**src/rtl/message_fifo_with_truncation_top_macros.svh**
```systemverilog
// ----------------------------------------------------------------------------
// message fifo assertion macros
// shared concurrent check forms for the message fifo
// ----------------------------------------------------------------------------
`ifndef MESSAGE_FIFO_WITH_TRUNCATION_TOP_MACROS_SVH
`define MESSAGE_FIFO_WITH_TRUNCATION_TOP_MACROS_SVH

// condition holds at every edge out of reset
`define MFT_ASSERT_ALWAYS(lbl, ck, rn, cond) \
  lbl: assert property (@(posedge ck) disable iff (!rn) (cond)) \
    else $error("mft: invariant violated");

// antecedent implies consequent in the same cycle
`define MFT_ASSERT_IMPL(lbl, ck, rn, ante, cons) \
  lbl: assert property (@(posedge ck) disable iff (!rn) (ante) |-> (cons)) \
    else $error("mft: implication violated");

// antecedent implies consequent in the next cycle
`define MFT_ASSERT_NEXT(lbl, ck, rn, ante, cons) \
  lbl: assert property (@(posedge ck) disable iff (!rn) (ante) |=> (cons)) \
    else $error("mft: sequence violated");

`endif

```
**src/rtl/mft_pkg.sv**
```systemverilog
// ----------------------------------------------------------------------------
// mft_pkg
// types and fixed constants of the message fifo
// ----------------------------------------------------------------------------
package mft_pkg;

  localparam int CMD_W         = 3;
  localparam int BYTE_W        = 8;
  localparam int MAX_LEN_W     = 7;
  localparam int MSG_LEN_W     = 6;
  localparam int ENTRY_COUNT_W = 5;
  localparam int DROP_W        = 16;
  localparam logic [MAX_LEN_W-1:0] MAX_RESULTS = 7'd63;

  typedef enum logic [CMD_W-1:0] {
    CMD_ENQ  = 3'd0,
    CMD_DEQ  = 3'd1,
    CMD_PEEK = 3'd2,
    CMD_CLR  = 3'd3,
    CMD_STAT = 3'd4
  } cmd_t;

  typedef enum logic [2:0] {
    S_IDLE,
    S_LEN,
    S_ZERO,
    S_FETCH,
    S_BYTE
  } state_t;

  // controller to datapath
  typedef struct packed {
    logic exec;
    logic start_rd;
    logic take_len;
    logic emit_zero;
    logic emit_byte;
  } ctl_t;

  // datapath to controller
  typedef struct packed {
    logic out_free;
    logic empty;
    logic cap_zero;
    logic last_byte;
  } sts_t;

endpackage

```
**src/rtl/mft_ctrl.sv**
```systemverilog
// ----------------------------------------------------------------------------
// mft_ctrl
// sequencer for the message fifo: command dispatch and read streaming
// ----------------------------------------------------------------------------
`include "message_fifo_with_truncation_top_macros.svh"

module mft_ctrl
  import mft_pkg::*;
(
  input  logic             clk,
  input  logic             rst_n,
  input  logic             in_valid,
  input  logic [CMD_W-1:0] in_cmd,
  output logic             in_ready,
  input  sts_t             sts,
  output ctl_t             ctl
);

  state_t state_r, state_nxt;
  cmd_t   cmd;

  assign cmd = cmd_t'(in_cmd);

  always_ff @(posedge clk) begin
    if (!rst_n) begin
      state_r <= S_IDLE;
    end else begin
      state_r <= state_nxt;
    end
  end

  always_comb begin
    state_nxt = state_r;
    ctl       = '0;
    in_ready  = 1'b0;
    case (state_r)
      S_IDLE: begin
        in_ready = sts.out_free;
        if (in_valid && sts.out_free) begin
          if ((cmd == CMD_DEQ || cmd == CMD_PEEK) && !sts.empty) begin
            ctl.start_rd = 1'b1;
            state_nxt    = S_LEN;
          end else begin
            ctl.exec = 1'b1;
          end
        end
      end
      S_LEN: begin
        ctl.take_len = 1'b1;
        state_nxt    = sts.cap_zero ? S_ZERO : S_FETCH;
      end
      S_ZERO: begin
        if (sts.out_free) begin
          ctl.emit_zero = 1'b1;
          state_nxt     = S_IDLE;
        end
      end
      S_FETCH: begin
        state_nxt = S_BYTE;
      end
      S_BYTE: begin
        if (sts.out_free) begin
          ctl.emit_byte = 1'b1;
          state_nxt     = sts.last_byte ? S_IDLE : S_FETCH;
        end
      end
      default: begin
        state_nxt = S_IDLE;
      end
    endcase
  end

  `MFT_ASSERT_NEXT(a_rd_enters_len, clk, rst_n, ctl.start_rd, state_r == S_LEN)
  `MFT_ASSERT_IMPL(a_ready_in_idle, clk, rst_n, in_ready, state_r == S_IDLE)
  `MFT_ASSERT_IMPL(a_one_dispatch, clk, rst_n, ctl.exec, !ctl.start_rd)

endmodule

```
**config.mk**
```make
export PLATFORM = sky130hd
export DESIGN_NAME = mft_ctrl
export DESIGN_NICKNAME = d
export VERILOG_FILES = /design/src/rtl/mft_pkg.sv /design/src/rtl/mft_ctrl.sv
export VERILOG_INCLUDE_DIRS = /design/src /design/src/rtl
export SDC_FILE = /design/constraint.sdc
export NUM_CORES = 1
export LEC_CHECK = 0
export BUFFER_PORTS_ARGS = -buffer_cell sky130_fd_sc_hd__buf_2
export CAP_MARGIN = 20
export CORE_AREA = 2 2 39 41
export CTS_CLUSTER_DIAMETER = 120
export DETAILED_ROUTE_END_ITERATION = 10
export DIE_AREA = 0 0 41 43
export PLACE_DENSITY = 0.43
export SLEW_MARGIN = 10
export SYNTH_ARGS = -nofsm -noshare
export SYNTH_HDL_FRONTEND = slang
export SYNTH_SLANG_ARGS = --single-unit
```
**constraint.sdc**
```tcl
create_clock -name clk -period 3.1 [get_ports clk]
set_input_delay 0.155 -clock clk [delete_from_list [all_inputs] [get_ports clk]]
set_output_delay 0.155 -clock clk [all_outputs]
set_load 0.005 [all_outputs]
```
==> run summary, run 1 <==
Critical Path Start: state_r[2]
Slew HR: 76.1%
First-pass iteration count of the detailed router: 2
Syn Inst Count: 31
Initial antenna violation count: 0
Final setup fails: 0
Yosys warning count: 0
Cts bufs inserted: 3
Antenna-violating nets left: 0
Max Clk Rate: 697 MHz
Total nets after synthesis: 41
Worst Reg-to-Reg Cells: 3
FF+latch count, synth: 3
Arr. time, crit path: 1.28 ns
Max FFs per register: 3
Post-route cell area: 364 um2
Crit path max fanout: 10
I/O pin cnt: 16
Final period util: 46.3%
Vias: 276
Final Hold Fails: 0
Unrepaired setup endpoints after global routing: false
Mapped Avg Cell Area: 8.68 um2
Max clock buf depth: 2
Setup CP Type: reg -> out
FP Rows: 14
Most common cell after layout, fill and taps aside: buf_2
Nets: 58
Combinational Power Share: 14.0%
Max VDD drop: 119 uV
Post-CTS resize count: 0
Setup crit end kind: output pin
Hold Path Origin: rst_n
Placed insts: 59
Max-slew violations: 0
Overall Global Routing Usage: 7.22%
Startpoint types: flop
Post-Syn Area: 269 um2
Skew-Pair Late Insertion Delay: 0.24 ns
Hold Crit Class: in -> reg
Clock sinks: 3
PortBufs: 15
Top Registers: state_r: 3 flops
Placed inst area: 338 um2
Chip width: 41 um
Largest net degree at the start of global routing: 12
Die H: 43 um
Fin crit period: 1.43 ns
Drt via density: 4.38
Yosys top cell by area: dfxtp_1
H-tree depth: 1
GRT Residual Overflow: 0
Number of global-route vias before repair: 233
TritonCTS clock tree: built
Worst Hold Path EP: state_r[2]
Crit-path slowest cell: dfxtp_1
Pleak: 0.165 nW
Max_cap viols: 0
Drt first-iter violations: 5
Largest Register: state_r
Top post-synthesis cells by area: dfxtp_1, buf_6, nor4bb_1
Post-CTS Hold Fix Bufs: 0
Power per cell area: 360 nW/um2
Max incr delay on CP: 0.38 ns
Commonest non-fill, non-tap cells in the layout: buf_2, nor2_1, nand2_1, clkbuf_4, dfxtp_1
Initial core utilization: 19.4%
P_sw: 0.0000333 W
Distinct cells, synth: 20
Status: finished, final reports clean
CTS Root Buffer Type: clkbuf_4
# diodes: 0
Critical path required time: 2.94 ns
Least-Margin Pin Slew: 0.357 ns
Utilization after layout: 26.3%
Clock transition at path regs: 0.04 ns
Drc violations: 0
Cells along the critical path: nor4b_2 > nand2_1 > a21oi_1 > buf_2
P_int: 0.0000979 W
Final HPWL DP: 432 um
Ratio of cells with drive above 1 in the final layout: 46.8%
P&R area growth vs syn: 35.3%
Drt wl/cell: 9.32 um
Hold depth: 2
Fillcell total: 159
Post-CTS Setup Inserts: 0
Detailed Route WL: 587 um
Net Sw Frac: 25.4%
Setup TNS: 0 ns
Non-Filler Instances: 63
GP Congestion: 0.669
R2R Path End: state_r[1]
Sequential fraction of design power: 30.8%
Max Clock Skew: 0.000703 ns
Post-synthesis sequential area ratio: 22.3%
First-pass GRT wire length: 862 um
Top-area cell type share of the netlist area: 22.3%
Die area: 1760 um2
R2R setup slack: 1.85 ns
Clock power frac: 55.2%
CORE AREA: 1380 um2
Worst reg2reg path startpoint: state_r[1]
[worst max-delay path by stage]
stage	end	slack, ns	cells past startpoint
after global routing	ctl[4]	1.53	4
final	ctl[4]	1.67	4
after floorplan	state_r[1]	1.90	4
after global placement	state_r[1]	1.88	3
after CTS	ctl[4]	1.64	4
after detailed placement	state_r[1]	1.83	3
[cell type report]
type	count	area, um2	area share, %
well taps	16	20.0	5.50
flip-flops and latches	3	60.1	16.5
repair buffers	15	75.1	20.6
multi-input cells	25	183	50.2
clock buffers	4	26.3	7.22
[power by group through the flow]
stage | logic, W | clock network [W] | registers, W
2_1_floorplan | 0.00000966 | 0 | 0.0000399
3_3_place_gp | 0.0000190 | 0 | 0.0000410
3_5_place_dp | 0.0000186 | 0 | 0.0000410
4_1_cts | 0.0000187 | 0.0000750 | 0.0000404
5_1_grt | 0.0000206 | 0.0000780 | 0.0000404
6_report | 0.0000184 | 0.0000724 | 0.0000404
[per-stage QoR]
step	hold slack (ns)	total power [W]	setup WS, ns
5_1_grt	0.202	0.000139	1.53
3_3_place_gp	0.431	0.0000600	1.88
2_1_floorplan	0.304	0.0000496	1.90
4_1_cts	0.185	0.000134	1.64
6_report	0.188	0.000131	1.67
3_5_place_dp	0.435	0.0000595	1.83
[logic make-up after synthesis]
| family | share of synthesized area [%] |
|---|---|
| flip-flops | 22.3 |
| AO/OA/AOI/OAI | 17.7 |
| AND/OR/NAND/NOR | 39.1 |
| buffers and inverters | 9.77 |
| XOR/XNOR | 3.26 |
| multiplexers | 3.72 |
| adder cells (fa/ha/maj) | 4.19 |
[Yosys cell counts (all sizes together)]
cell type  n
nand3b     1
nor4bb     2
maj3       1
nor2       4
o211ai     1
a21boi     1
xor2       1
and4bb     1
buf        2
nand2      3
dfxtp      3
clkbuf     1
nor3b      1
nor2b      1
or4b       1
a211oi     1
mux2i      1
o21ai      2
nor4b      1
a21oi      2
[critical path, delay by kind of cell (launching register included)]
| family | cells | cell delay (ns) |
|---|---|---|
| AO/OA/AOI/OAI | 1 | 0.11 |
| buffers and inverters | 1 | 0.12 |
| flip-flops | 1 | 0.38 |
| AND/OR/NAND/NOR | 2 | 0.42 |
[layer usage]
| layer | wire length (um) | share of wire [%] | track usage, % | vias to the layer above |
|---|---|---|---|---|
| li1 | - | - | - | 148 |
| met1 | 279 | 48 | 9.62 | 114 |
| met2 | 226 | 39 | 9.38 | 12 |
| met3 | 59 | 10 | 0 | 2 |
| met4 | 21 | 3.6 | 8.00 | 0 |
| met5 | 0 | 0 | 0 | - |
No activity file was read; power rests on OpenSTA's default activity.
==> inputs of run 2 (changes only) <==
- clock period: 3.1 -> 1.5 ns (I/O delays scaled with it)
==> run 2 against run 1 <==
  * Setup slack got worse by 1.5 ns
  * Critical path depth did not move
  * Sequential cell count did not move
  * First-iteration DRC count did not move
  * Die area did not move
  * Count of clock-buffer cells in the layout did not move
  * Hold slack got worse by 0.077 ns
  * Clock skew rose by 0.0085 ns
  * Combinational power rose by 110%
  * Largest cell class unchanged
==> run summary, run 2 (synthesis results as in run 1) <==
Status: finished, final reports clean
Max Clock Skew: 0.00923 ns
Final Power: 0.000274 W
Die H: 43 um
Cells along the critical path: nor4b_2 > nand2_1 > a21oi_1 > buf_2
FP Rows: 14
Antenna-violating nets left: 0
Post-CTS resize count: 0
Post-CTS Hold Fix Bufs: 0
GP Congestion: 0.613
Commonest non-fill, non-tap cells in the layout: buf_2, nor2_1, nand2_1, clkbuf_4, dfxtp_1
Detailed Route WL: 598 um
Chip width: 41 um
Power per cell area: 752 nW/um2
Most common cell after layout, fill and taps aside: buf_2
Max clock buf depth: 2
Worst hold slack: 0.111 ns
Setup CP Type: reg -> out
Crit-path slowest cell: dfxtp_1
Max VDD drop: 318 uV
Setup TNS: 0 ns
Top Registers: state_r: 3 flops
Die area: 1760 um2
Initial antenna violation count: 0
Slew HR: 76.6%
Critical path required time: 1.42 ns
TritonCTS clock tree: built
Hold depth: 2
I/O pin cnt: 16
Largest Register: state_r
Max_cap viols: 0
H-tree depth: 1
Clock sinks: 3
Worst path top cell family by delay: simple AND/OR/NAND/NOR gates
CORE AREA: 1380 um2
Max Clk Rate: 734 MHz
Worst Reg-to-Reg Cells: 3
First-pass GRT wire length: 821 um
CTS Root Buffer Type: clkbuf_4
Max incr delay on CP: 0.38 ns
Setup crit end kind: output pin
Critical Path Stages: 4
Final period util: 90.9%
Crit path max fanout: 10
Pre-CTS WS: 0.247 ns
Overall Global Routing Usage: 7.43%
Drt first-iter violations: 5
Vias: 270
Ratio of cells with drive above 1 in the final layout: 46.8%
# diodes: 0
Clock transition at path regs: 0.04 ns
Drt wl/cell: 9.49 um
Cts bufs inserted: 3
PnR worst setup slack: 0.137 ns
Startpoint types: flop
Post-CTS Setup Inserts: 0
Max FFs per register: 3
GRT Residual Overflow: 0
First-pass iteration count of the detailed router: 2
Drt via density: 4.29
Hold Crit Class: in -> reg
Max-slew violations: 0
Skew-Pair Late Insertion Delay: 0.25 ns
Nets: 58
Drc violations: 0
Unrepaired setup endpoints after global routing: false
Final Hold Fails: 0
CP bufs+invs: 1
Initial core utilization: 19.4%
Fin crit period: 1.36 ns
P&R area growth vs syn: 35.3%
Largest net degree at the start of global routing: 12
Arr. time, crit path: 1.29 ns
Least-Margin Pin Slew: 0.350 ns
PortBufs: 15
Number of global-route vias before repair: 212
Final setup fails: 0
Pleak: 0.165 nW
run 2: power breakdown:
part           total [W]  switching (W)  internal [W]
Sequential     0.0000833     0.00000234     0.0000809
Combinational  0.0000382      0.0000172     0.0000210
Clock           0.000152      0.0000519      0.000100
Total           0.000274      0.0000715      0.000202
run 2: final cells by class:
| type | instances | area (um2) |
|---|---|---|
| clock buffer | 4 | 26.3 |
| fill | 168 | 1020 |
| multi-input combinational | 25 | 183 |
| sequential | 3 | 60.1 |
| tap | 16 | 20.0 |
| timing repair buffer | 15 | 75.1 |
run 2: final timing paths:
kind | slack (ns) | to | startpoint
setup / recovery | 0.14 | ctl[4] | state_r[2]
setup reg to reg | 0.26 | state_r[1] | state_r[2]
hold / removal | 0.11 | state_r[2] | rst_n
hold reg to reg | 0.59 | state_r[1] | state_r[1]
run 2: metrics by stage:
step / instances / area (um2) / util [%]
finish: 63 / 364 / 26.3
global route: 63 / 364 / 26.3
CTS: 63 / 364 / 26.3
detailed placement: 59 / 338 / 24.4
global placement: 59 / 338 / 24.4
floorplan: 31 / 269 / -
run 2: worst reg2reg max path, stage by stage, from the launching register on:
cell	delay, ns
dfxtp_1	0.38
maj3_2	0.34
a211oi_2	0.25
mux2i_1	0.21
run 2: layer usage:
layer	global-route usage, %	wire (um)	vias up
li1	-	-	146
met1	8.68	263	109
met5	0	0	-
met2	9.06	258	13
met4	10.0	21	0
met3	1.57	54	2
